===== src/tsft_pkg.sv =====
`timescale 1ns / 1ps

package tsft_pkg;

   // field widths fixed by the interface
   localparam int TIME_BITS_DEF = 48;
   localparam int LEN_BITS      = 31;
   localparam int SLOT_BITS     = 8;
   localparam int KIND_BITS     = 3;
   localparam int CSR_IDX_BITS  = 2;

   // item kinds
   localparam logic [KIND_BITS-1:0] KIND_SET_START = 3'd0;
   localparam logic [KIND_BITS-1:0] KIND_PREAMBLE  = 3'd1;
   localparam logic [KIND_BITS-1:0] KIND_RESTART   = 3'd2;
   localparam logic [KIND_BITS-1:0] KIND_IDLE      = 3'd3;

   // configuration register indexes
   localparam logic [CSR_IDX_BITS-1:0] CSR_FRAME_LENGTH = 2'd0;
   localparam logic [CSR_IDX_BITS-1:0] CSR_SLOT_LENGTH  = 2'd1;
   localparam logic [CSR_IDX_BITS-1:0] CSR_INITIAL_WAIT = 2'd2;

   // configuration reset values
   localparam logic [LEN_BITS-1:0] FRAME_LENGTH_RST = 31'd1000000;
   localparam logic [LEN_BITS-1:0] SLOT_LENGTH_RST  = 31'd100000;
   localparam logic [LEN_BITS-1:0] INITIAL_WAIT_RST = 31'd0;

   localparam logic [SLOT_BITS-1:0] SLOT_MAX = 8'd255;

   // zero length acts as one
   function automatic logic [LEN_BITS-1:0] eff_len(input logic [LEN_BITS-1:0] v);
      eff_len = (v == '0) ? LEN_BITS'(1) : v;
   endfunction

   // slot number from a slot quotient, 1-based, saturating
   function automatic logic [SLOT_BITS-1:0] slot_sat(input logic [LEN_BITS-1:0] q);
      slot_sat = (q >= LEN_BITS'(SLOT_MAX)) ? SLOT_MAX : (q[SLOT_BITS-1:0] + 8'd1);
   endfunction

endpackage


===== src/tsft_div.sv =====
`timescale 1ns / 1ps

// restoring divider, one quotient bit per cycle
module tsft_div import tsft_pkg::*; #(
   parameter int TIME_BITS = TIME_BITS_DEF
) (
   input  logic                 clock,
   input  logic                 reset,
   input  logic                 start,
   input  logic [TIME_BITS-1:0] dividend,
   input  logic [LEN_BITS-1:0]  divisor,
   output logic                 done,
   output logic [TIME_BITS-1:0] quot,
   output logic [LEN_BITS-1:0]  rem
);

   localparam int CW = $clog2(TIME_BITS);

   logic                 busy_ff;
   logic                 done_ff;
   logic [CW-1:0]        cnt_ff;
   logic [LEN_BITS-1:0]  rem_ff;
   logic [LEN_BITS-1:0]  dvs_ff;
   logic [TIME_BITS-1:0] q_ff;

   logic [LEN_BITS:0]    trial;
   logic [LEN_BITS:0]    diff;
   logic                 ge;
   logic [LEN_BITS-1:0]  rem_in;
   logic [TIME_BITS-1:0] q_in;

   // one compare and subtract step
   always_comb begin
      trial  = {rem_ff, q_ff[TIME_BITS-1]};
      diff   = trial - {1'b0, dvs_ff};
      ge     = (trial >= {1'b0, dvs_ff});
      rem_in = ge ? diff[LEN_BITS-1:0] : trial[LEN_BITS-1:0];
      q_in   = {q_ff[TIME_BITS-2:0], ge};
   end

   always_ff @(posedge clock) begin
      if (reset) begin
         busy_ff <= 1'b0;
         done_ff <= 1'b0;
         cnt_ff  <= '0;
      end else begin
         done_ff <= 1'b0;
         if (start) begin
            busy_ff <= 1'b1;
            cnt_ff  <= '0;
            rem_ff  <= '0;
            q_ff    <= dividend;
            dvs_ff  <= divisor;
         end else if (busy_ff) begin
            rem_ff <= rem_in;
            q_ff   <= q_in;
            cnt_ff <= cnt_ff + CW'(1);
            if (cnt_ff == CW'(TIME_BITS - 1)) begin
               busy_ff <= 1'b0;
               done_ff <= 1'b1;
            end
         end
      end
   end

   assign done = done_ff;
   assign quot = q_ff;
   assign rem  = rem_ff;

`ifndef SYNTH
   a_no_restart: assert property (@(posedge clock) disable iff (reset)
      start |-> !busy_ff) else $error("divider started while busy");
   a_rem_below: assert property (@(posedge clock) disable iff (reset)
      done_ff |-> (rem_ff < dvs_ff)) else $error("remainder not below divisor");
   a_done_end: assert property (@(posedge clock) disable iff (reset)
      done_ff |-> !busy_ff) else $error("done while still busy");
`endif

endmodule


===== src/tdma_slot_frame_timekeeper.sv =====
`timescale 1ns / 1ps
// TDMA slot and frame timekeeper.
// One item at a time: a new item is taken only once the result of the last has been
// taken; the shared serial divider and multiply set the rate. A preamble that predates
// time zero takes one more divider run. Reset is synchronous and active high:
// unsynchronized, start, restart and idle times zero, registers at their reset values,
// no result pending.
module tdma_slot_frame_timekeeper import tsft_pkg::*; #(
   parameter int TIME_BITS = TIME_BITS_DEF
) (
   input  logic                    clock,
   input  logic                    reset,
   // configuration
   input  logic                    csr_valid,
   output logic                    csr_ready,
   input  logic [CSR_IDX_BITS-1:0] csr_index,
   input  logic [LEN_BITS-1:0]     csr_wdata,
   // items in
   input  logic                    req_valid,
   output logic                    req_ready,
   input  logic [KIND_BITS-1:0]    req_kind,
   input  logic [TIME_BITS-1:0]    req_local_time,
   input  logic [TIME_BITS-1:0]    req_start_time,
   input  logic [TIME_BITS-1:0]    req_msg_timestamp,
   input  logic [LEN_BITS-1:0]     req_msg_offset,
   input  logic [TIME_BITS-1:0]    req_msg_network_age,
   input  logic [TIME_BITS-1:0]    req_query_time,
   input  logic [SLOT_BITS-1:0]    req_slot_query,
   // results out
   output logic                    rsp_valid,
   input  logic                    rsp_ready,
   output logic [SLOT_BITS-1:0]    rsp_current_slot,
   output logic [TIME_BITS-1:0]    rsp_frame_number,
   output logic [LEN_BITS-1:0]     rsp_time_in_frame,
   output logic [LEN_BITS-1:0]     rsp_time_left_in_slot,
   output logic                    rsp_wait_over,
   output logic [SLOT_BITS-1:0]    rsp_slot_at_query,
   output logic signed [TIME_BITS+1:0] rsp_next_slot_start,
   output logic [TIME_BITS:0]      rsp_network_age_now,
   output logic [TIME_BITS-1:0]    rsp_last_idle_time,
   output logic                    rsp_synced
);

   localparam int CW     = $clog2(TIME_BITS);
   localparam int SW_BITS = LEN_BITS + SLOT_BITS;
   localparam int NXW    = ((TIME_BITS > SW_BITS) ? TIME_BITS : SW_BITS) + 2;

   typedef enum logic [2:0] {
      S_IDLE, S_ISSUE, S_WAIT, S_MUL, S_SUM, S_NXT, S_ADJ, S_OUT
   } state_type;

   typedef enum logic [2:0] {
      OP_PRE, OP_FRAME, OP_SLOT, OP_LEFT, OP_QFRM, OP_QSLOT, OP_SPF
   } op_type;

   state_type state_ff;
   op_type    op_ff;

   // configuration and timing state
   logic [LEN_BITS-1:0]  fl_ff, sl_ff, iw_ff;
   logic [TIME_BITS-1:0] fs_ff, wrt_ff, idle_ff;
   logic                 fsv_ff;

   // latched item
   logic [TIME_BITS-1:0] now_ff, ts_ff, age_ff, qt_ff;
   logic [LEN_BITS-1:0]  off_ff;
   logic [SLOT_BITS-1:0] sq_ff;

   // intermediate results
   logic [TIME_BITS-1:0] q1_ff;
   logic [LEN_BITS-1:0]  tif_ff, tls_ff, tifq_ff;
   logic [SLOT_BITS-1:0] slot_now_ff, slotq_ff;
   logic [TIME_BITS-1:0] prod_ff, mcand_ff, mplier_ff;
   logic [CW-1:0]        mcnt_ff;
   logic [SW_BITS-1:0]   sw_ff;
   logic [NXW-1:0]       nxt_ff;

   // result registers
   logic                 rsp_valid_ff;
   logic [SLOT_BITS-1:0] cur_slot_ff, slot_at_q_ff;
   logic [TIME_BITS-1:0] fnum_ff, last_idle_ff;
   logic [LEN_BITS-1:0]  tif_out_ff, tls_out_ff;
   logic                 wait_over_ff, synced_ff;
   logic [TIME_BITS+1:0] next_ff;
   logic [TIME_BITS:0]   age_now_ff;

   logic [LEN_BITS-1:0]  fl_eff, sl_eff;
   logic                 div_start, div_done;
   logic [TIME_BITS-1:0] div_dvd, div_quot;
   logic [LEN_BITS-1:0]  div_dvs, div_rem;
   logic [TIME_BITS-1:0] elapsed, q_elapsed;
   logic [NXW-1:0]       nxt_adj;
   logic [SLOT_BITS-1:0] sq_m1;
   logic [TIME_BITS:0]   wait_sum;

   assign fl_eff = eff_len(fl_ff);
   assign sl_eff = eff_len(sl_ff);
   assign elapsed   = (now_ff >= fs_ff) ? (now_ff - fs_ff) : '0;
   assign q_elapsed = (qt_ff >= fs_ff) ? (qt_ff - fs_ff) : '0;
   assign sq_m1     = (sq_ff == '0) ? '0 : (sq_ff - 8'd1);
   assign wait_sum  = (TIME_BITS+1)'(iw_ff) + (TIME_BITS+1)'(wrt_ff);
   assign nxt_adj   = (nxt_ff <= NXW'(now_ff)) ? (nxt_ff + NXW'(fl_eff)) : nxt_ff;

   // divider operand select
   always_comb begin
      div_dvd = elapsed;
      div_dvs = fl_eff;
      unique case (op_ff)
         OP_PRE:   div_dvd = TIME_BITS'(off_ff - ts_ff[LEN_BITS-1:0]);
         OP_FRAME: div_dvd = elapsed;
         OP_SLOT: begin
            div_dvd = TIME_BITS'(tif_ff);
            div_dvs = sl_eff;
         end
         OP_LEFT: begin
            div_dvd = now_ff - fs_ff;
            div_dvs = sl_eff;
         end
         OP_QFRM:  div_dvd = q_elapsed;
         OP_QSLOT: begin
            div_dvd = TIME_BITS'(tifq_ff);
            div_dvs = sl_eff;
         end
         OP_SPF: begin
            div_dvd = TIME_BITS'(fl_eff);
            div_dvs = sl_eff;
         end
         default: div_dvd = elapsed;
      endcase
   end

   assign div_start = (state_ff == S_ISSUE);

   tsft_div #(.TIME_BITS(TIME_BITS)) u_div (
      .clock    (clock),
      .reset    (reset),
      .start    (div_start),
      .dividend (div_dvd),
      .divisor  (div_dvs),
      .done     (div_done),
      .quot     (div_quot),
      .rem      (div_rem)
   );

   // sequencer, timing state and result registers
   always_ff @(posedge clock) begin
      if (reset) begin
         state_ff     <= S_IDLE;
         op_ff        <= OP_FRAME;
         fl_ff        <= FRAME_LENGTH_RST;
         sl_ff        <= SLOT_LENGTH_RST;
         iw_ff        <= INITIAL_WAIT_RST;
         fs_ff        <= '0;
         fsv_ff       <= 1'b0;
         wrt_ff       <= '0;
         idle_ff      <= '0;
         rsp_valid_ff <= 1'b0;
      end else begin
         if (csr_valid) begin
            unique case (csr_index)
               CSR_FRAME_LENGTH: fl_ff <= csr_wdata;
               CSR_SLOT_LENGTH:  sl_ff <= csr_wdata;
               CSR_INITIAL_WAIT: iw_ff <= csr_wdata;
               default: ;
            endcase
         end
         unique case (state_ff)
            S_IDLE: begin
               if (req_valid) begin
                  now_ff <= req_local_time;
                  ts_ff  <= req_msg_timestamp;
                  off_ff <= req_msg_offset;
                  age_ff <= req_msg_network_age;
                  qt_ff  <= req_query_time;
                  sq_ff  <= req_slot_query;
                  op_ff  <= OP_FRAME;
                  state_ff <= S_ISSUE;
                  case (req_kind)
                     KIND_SET_START: begin
                        fs_ff  <= req_start_time;
                        fsv_ff <= 1'b1;
                     end
                     KIND_PREAMBLE: begin
                        fsv_ff <= 1'b1;
                        if (req_msg_timestamp >= TIME_BITS'(req_msg_offset)) begin
                           fs_ff <= req_msg_timestamp - TIME_BITS'(req_msg_offset);
                        end else begin
                           op_ff <= OP_PRE;
                        end
                     end
                     KIND_RESTART: wrt_ff  <= req_local_time;
                     KIND_IDLE:    idle_ff <= req_local_time;
                     default: ;
                  endcase
               end
            end
            S_ISSUE: state_ff <= S_WAIT;
            S_WAIT: begin
               if (div_done) begin
                  state_ff <= S_ISSUE;
                  unique case (op_ff)
                     OP_PRE: begin
                        fs_ff <= (div_rem == '0) ? '0 : TIME_BITS'(fl_eff - div_rem);
                        op_ff <= OP_FRAME;
                     end
                     OP_FRAME: begin
                        q1_ff  <= div_quot;
                        tif_ff <= div_rem;
                        op_ff  <= OP_SLOT;
                     end
                     OP_SLOT: begin
                        slot_now_ff <= slot_sat(div_quot[LEN_BITS-1:0]);
                        op_ff       <= OP_LEFT;
                     end
                     OP_LEFT: begin
                        tls_ff <= div_rem;
                        op_ff  <= OP_QFRM;
                     end
                     OP_QFRM: begin
                        tifq_ff <= div_rem;
                        op_ff   <= OP_QSLOT;
                     end
                     OP_QSLOT: begin
                        slotq_ff <= slot_sat(div_quot[LEN_BITS-1:0]);
                        op_ff    <= OP_SPF;
                     end
                     OP_SPF: begin
                        // slots per frame times slot length
                        mcand_ff  <= TIME_BITS'(fl_eff - div_rem);
                        mplier_ff <= q1_ff;
                        prod_ff   <= '0;
                        mcnt_ff   <= '0;
                        state_ff  <= S_MUL;
                     end
                     default: state_ff <= S_IDLE;
                  endcase
               end
            end
            S_MUL: begin
               // shift-add multiply, product known to fit TIME_BITS
               if (mplier_ff[0]) prod_ff <= prod_ff + mcand_ff;
               mcand_ff  <= {mcand_ff[TIME_BITS-2:0], 1'b0};
               mplier_ff <= {1'b0, mplier_ff[TIME_BITS-1:1]};
               mcnt_ff   <= mcnt_ff + CW'(1);
               if (mcnt_ff == CW'(TIME_BITS - 1)) state_ff <= S_SUM;
            end
            S_SUM: begin
               sw_ff    <= SW_BITS'(sq_m1) * SW_BITS'(sl_eff);
               state_ff <= S_NXT;
            end
            S_NXT: begin
               nxt_ff   <= NXW'(fs_ff) + NXW'(prod_ff) + NXW'(sw_ff);
               state_ff <= S_ADJ;
            end
            S_ADJ: begin
               cur_slot_ff  <= fsv_ff ? slot_now_ff : 8'd1;
               fnum_ff      <= !fsv_ff ? '0 : ((&q1_ff) ? q1_ff : q1_ff + TIME_BITS'(1));
               tif_out_ff   <= fsv_ff ? tif_ff : '0;
               tls_out_ff   <= sl_eff - tls_ff;
               wait_over_ff <= ({1'b0, now_ff} >= wait_sum);
               slot_at_q_ff <= slotq_ff;
               next_ff      <= fsv_ff ? nxt_adj[TIME_BITS+1:0] : '1;
               age_now_ff   <= (TIME_BITS+1)'(age_ff) +
                               (TIME_BITS+1)'((now_ff >= ts_ff) ? (now_ff - ts_ff) : '0);
               last_idle_ff <= idle_ff;
               synced_ff    <= fsv_ff;
               rsp_valid_ff <= 1'b1;
               state_ff     <= S_OUT;
            end
            S_OUT: begin
               if (rsp_ready) begin
                  rsp_valid_ff <= 1'b0;
                  state_ff     <= S_IDLE;
               end
            end
            default: state_ff <= S_IDLE;
         endcase
      end
   end

   assign csr_ready             = 1'b1;
   assign req_ready             = (state_ff == S_IDLE);
   assign rsp_valid             = rsp_valid_ff;
   assign rsp_current_slot      = cur_slot_ff;
   assign rsp_frame_number      = fnum_ff;
   assign rsp_time_in_frame     = tif_out_ff;
   assign rsp_time_left_in_slot = tls_out_ff;
   assign rsp_wait_over         = wait_over_ff;
   assign rsp_slot_at_query     = slot_at_q_ff;
   assign rsp_next_slot_start   = next_ff;
   assign rsp_network_age_now   = age_now_ff;
   assign rsp_last_idle_time    = last_idle_ff;
   assign rsp_synced            = synced_ff;

`ifndef SYNTH
   a_rsp_blocks_req: assert property (@(posedge clock) disable iff (reset)
      rsp_valid_ff |-> !req_ready) else $error("input ready while a result waits");
   a_done_in_wait: assert property (@(posedge clock) disable iff (reset)
      div_done |-> (state_ff == S_WAIT)) else $error("divider done outside wait");
   a_sync_sticky: assert property (@(posedge clock) disable iff (reset)
      $past(fsv_ff) && !$past(reset) |-> fsv_ff) else $error("sync lost without reset");
   a_valid_in_out: assert property (@(posedge clock) disable iff (reset)
      rsp_valid_ff |-> (state_ff == S_OUT)) else $error("result valid outside output");
`endif

endmodule

===== config.mk =====
export PLATFORM = sky130hd
export DESIGN_NAME = tdma_slot_frame_timekeeper
export DESIGN_NICKNAME = d
export VERILOG_FILES = /design/src/tsft_pkg.sv /design/src/tsft_div.sv /design/src/tdma_slot_frame_timekeeper.sv
export SDC_FILE = /design/constraint.sdc
export NUM_CORES = 2
export LEC_CHECK = 0
export BUFFER_PORTS_ARGS = -buffer_cell sky130_fd_sc_hd__buf_4
export CAP_MARGIN = 20
export CORE_AREA = 2 2 466 468
export DETAILED_ROUTE_END_ITERATION = 10
export DIE_AREA = 0 0 468 470
export PLACE_DENSITY = 0.7
export SYNTH_ARGS = -nofsm -noshare
export SYNTH_HDL_FRONTEND = slang
export SYNTH_SLANG_ARGS = --single-unit
export TNS_END_PERCENT = 20

===== constraint.sdc =====
create_clock -name clock -period 24.5 [get_ports clock]
set_clock_uncertainty 0.15 [all_clocks]
set_input_delay 1.225 -clock clock [delete_from_list [all_inputs] [get_ports clock]]
set_output_delay 1.225 -clock clock [all_outputs]
set_load 0.005 [all_outputs]

==> flow_metrics.tcl <==
set metrics [dict create \
    numCtsBuffers 148 \
    nNetsFinal 10617 \
    cts_max_path_buffers 3 \
    p_seq_share_pct 37.0 \
    cts_resized 0 \
    antenna_found_initial 25 \
    tns_ns 0 \
    finalWorstPathRequiredPeriod_ns 8.16 \
    numPlacedInstances 12100 \
    final_cell_mix "nand2_1 (1083), edfxtp_1 (1012), a21oi_1 (787), buf_4 (711), ha_1 (673)" \
    num_vias 72770 \
    ys_top_cells_by_area "edfxtp_1 (36%), ha_1 (9.8%), dfxtp_1 (5.9%)" \
    drt_iter0_markers 8824 \
    synth_top_family_by_area "compound AO/OA/AOI/OAI gates" \
    syn2layout_area_growth_pct 15.0 \
    fin_ws_ns 16.34 \
    start_util_pct 39.7 \
    drt-total-wl_um 342000 \
    grt_overflow 0 \
    synth.distinct_cells 88 \
    cp-start-kind "register" \
    max_slew.worst_pin.slew_ns 1.18 \
    synth_edf_count 1012 \
    power_switching_mw 2.45 \
    power_density_mw_per_mm2 71.9 \
    yosysTopAreaCell "edfxtp_1" \
    cts_hold_buffers 0 \
    cts_setup_buffers 0 \
    slew-limit-headroom_pct 21.1 \
    place.gp.congestion 1.02 \
    synth-seq-cells 1265 \
    dp_slack_ns 16.15 \
    yosys_warnings 0 \
    maxCapViolations 0 \
    clkSinkCount 1265 \
    final_common_cell "nand2_1" \
    core-area_mm2 0.216 \
    synthXorXnorAreaFrac_pct 5.70 \
    placed_area_mm2 0.0933 \
    synth-simple-area-share_pct 15.3 \
    path_max_fanout 47 \
    design_area_mm2 0.0984 \
    clkPwrFrac_pct 33.4 \
    cts_root_buf "clkbuf_16" \
    ys_async_sr_fraction_pct 0 \
    insertion_delay_ns 0.85 \
    track_usage_pct 30.2 \
    synth_top_area_share_pct 35.5 \
    first_pass_iters 6 \
    grt_pass1_wl_um 483000 \
    path_clk_slew_ns 0.06 \
    die_h_um 470 \
    fin_crit_sh_pct 33.3 \
    ant_nets 0 \
    via_per_inst 5.87 \
    cts_tree "yes" \
    synth_compound_area_share_pct 17.1 \
    hold_viol 0 \
    timing.fmax_ghz 0.123 \
    grt_pass1_vias 69132 \
    critPathKind "register to register" \
    num_rows 171 \
    netlist_area_mm2 0.0856 \
    setup.worst_path.end_class "register" \
    rsz0062_at_grt "false" \
    synthMuxAreaShare_pct 0.843 \
    pwr-share-comb_pct 29.6 \
    critPathArrivalTime_ns 8.58 \
    layout-drive-gt1-share_pct 11.3 \
    synth_top_flop_cell "edfxtp_1" \
    swShare_pct 34.6 \
    power.internal_mw 4.63 \
    synth_area_per_cell_um2 9.59 \
    route.detailed.drc 0 \
    chipWidth_um 468 \
    synth_fa_ha_area_share_pct 15.1 \
    h-tree-depth 4 \
    hp-class "register to register" \
    ir_drop_mv 0.0661 \
    synth_seq_area_share_pct 41.4 \
    final_cells 12391 \
    setup_viol 0 \
    postSynthCellCount 8921 \
    synth_nets 10139 \
    dp_hpwl_um 271000 \
    outcome "completed" \
    drv_slew 0 \
    port_buffers 596 \
    holdWs_ns 0.272 \
    grt_max_degree 143 \
    dieArea_mm2 0.220 \
    p_leak_nw 40.3 \
    io-pin-count 598 \
    worst-endpoint-required_ns 24.93 \
    avgRoutedWirePerCell_um 27.6 \
]
-- metrics by stage --
step / utilization (%) / power, mW
2_1_floorplan: - / 3.98
3_3_place_gp: 43.2 / 4.68
3_5_place_dp: 43.2 / 4.70
4_1_cts: 45.6 / 7.05
5_1_grt: 45.6 / 7.36
6_report: 45.6 / 7.07
-- synth_stat cells (all sizes together), types with 12 or more instances --
library cell	count
and3	93
o211ai	62
nor2	634
nor2b	105
or3	28
xnor2	336
nor3b	16
clkbuf	355
ha	673
and4	19
or2	20
nand3b	26
nor4	48
nand2	1086
nor3	139
xor2	221
o41ai	12
a22oi	51
o21a	78
mux2i	35
a221oi	45
fa	225
o22ai	15
mux2	33
buf	34
nand4	117
o21ai	377
a211oi	93
a31o	17
and2	216
a21oi	789
o21bai	94
a21boi	29
a2111oi	18
edfxtp	1012
dfxtp	253
a311oi	14
a21o	365
nand3	141
o31ai	35
nand2b	109
inv	635
a211o	17
a31oi	68
-- final timing paths --
path,start,end,slack [ns],cells past startpoint
worst min-delay path,slotq_ff[7],rsp_slot_at_query[7],0.27,0
worst min register to register,slotq_ff[7],rsp_slot_at_query[7],0.27,0
worst max register to register,now_ff[1],rsp_network_age_now[48],16.34,24
worst max-delay path,now_ff[1],rsp_network_age_now[48],16.34,24
-- power by group through the flow --
stage,clock (mW),combinational [mW],sequential (mW)
2_1_floorplan,0,1.39,2.59
3_3_place_gp,0,2.03,2.65
3_5_place_dp,0,2.05,2.65
4_1_cts,2.38,2.06,2.61
5_1_grt,2.46,2.28,2.62
6_report,2.36,2.09,2.62
-- worst max-delay path: stages, from the launching register on --
cell and delay (ns):
edfxtp_1 0.54, ha_1 0.38, nor2b_1 0.15, o31a_1 0.32, o31ai_1 0.53, a21oi_1 0.27
o211a_1 0.45, a211oi_1 0.46, nor2_1 0.09, a21oi_1 0.28, o21a_2 0.16, buf_4 0.45
a21oi_1 0.13, ha_1 0.36, a21oi_1 0.28, nor2b_1 0.22, a211oi_1 0.10, or3_1 0.56
a31o_2 0.36, a31oi_1 0.44, o21ai_1 0.28, a2111oi_0 0.44, o21bai_1 0.14, a21oi_1 0.19
xnor2_1 0.08
-- cells by family after synthesis --
group                    after synthesis
AO/OA/AOI/OAI                       2289
XOR/XNOR                             557
adder cells (fa/ha/maj)              898
buffers and inverters               1027
flip-flops                          1265
multiplexers                          68
other                                  1
AND/OR/NAND/NOR                     2816
-- routing by layer --
metal | wire [um] | share of wire [%] | up-vias | global-route usage, %
met1 | 137000 | 40 | 35662 | 39.9
met5 | 106 | 0.031 | - | 0
met3 | 29900 | 8.8 | 697 | 4.78
met2 | 153000 | 45 | 3659 | 47.1
met4 | 21800 | 6.4 | 14 | 16.5
li1 | - | - | 32738 | -
-- final cells by class --
cell class	instances	area [um2]
fill	20355	117000
sequential	1265	35500
multi-input combinational	6629	46500
antenna	14	35.0
timing repair buffer	717	5430
tap	2854	3570
inverter	638	2390
clock buffer	191	4060
clock inverter	83	1010
Power figures use the tool's default switching activity.
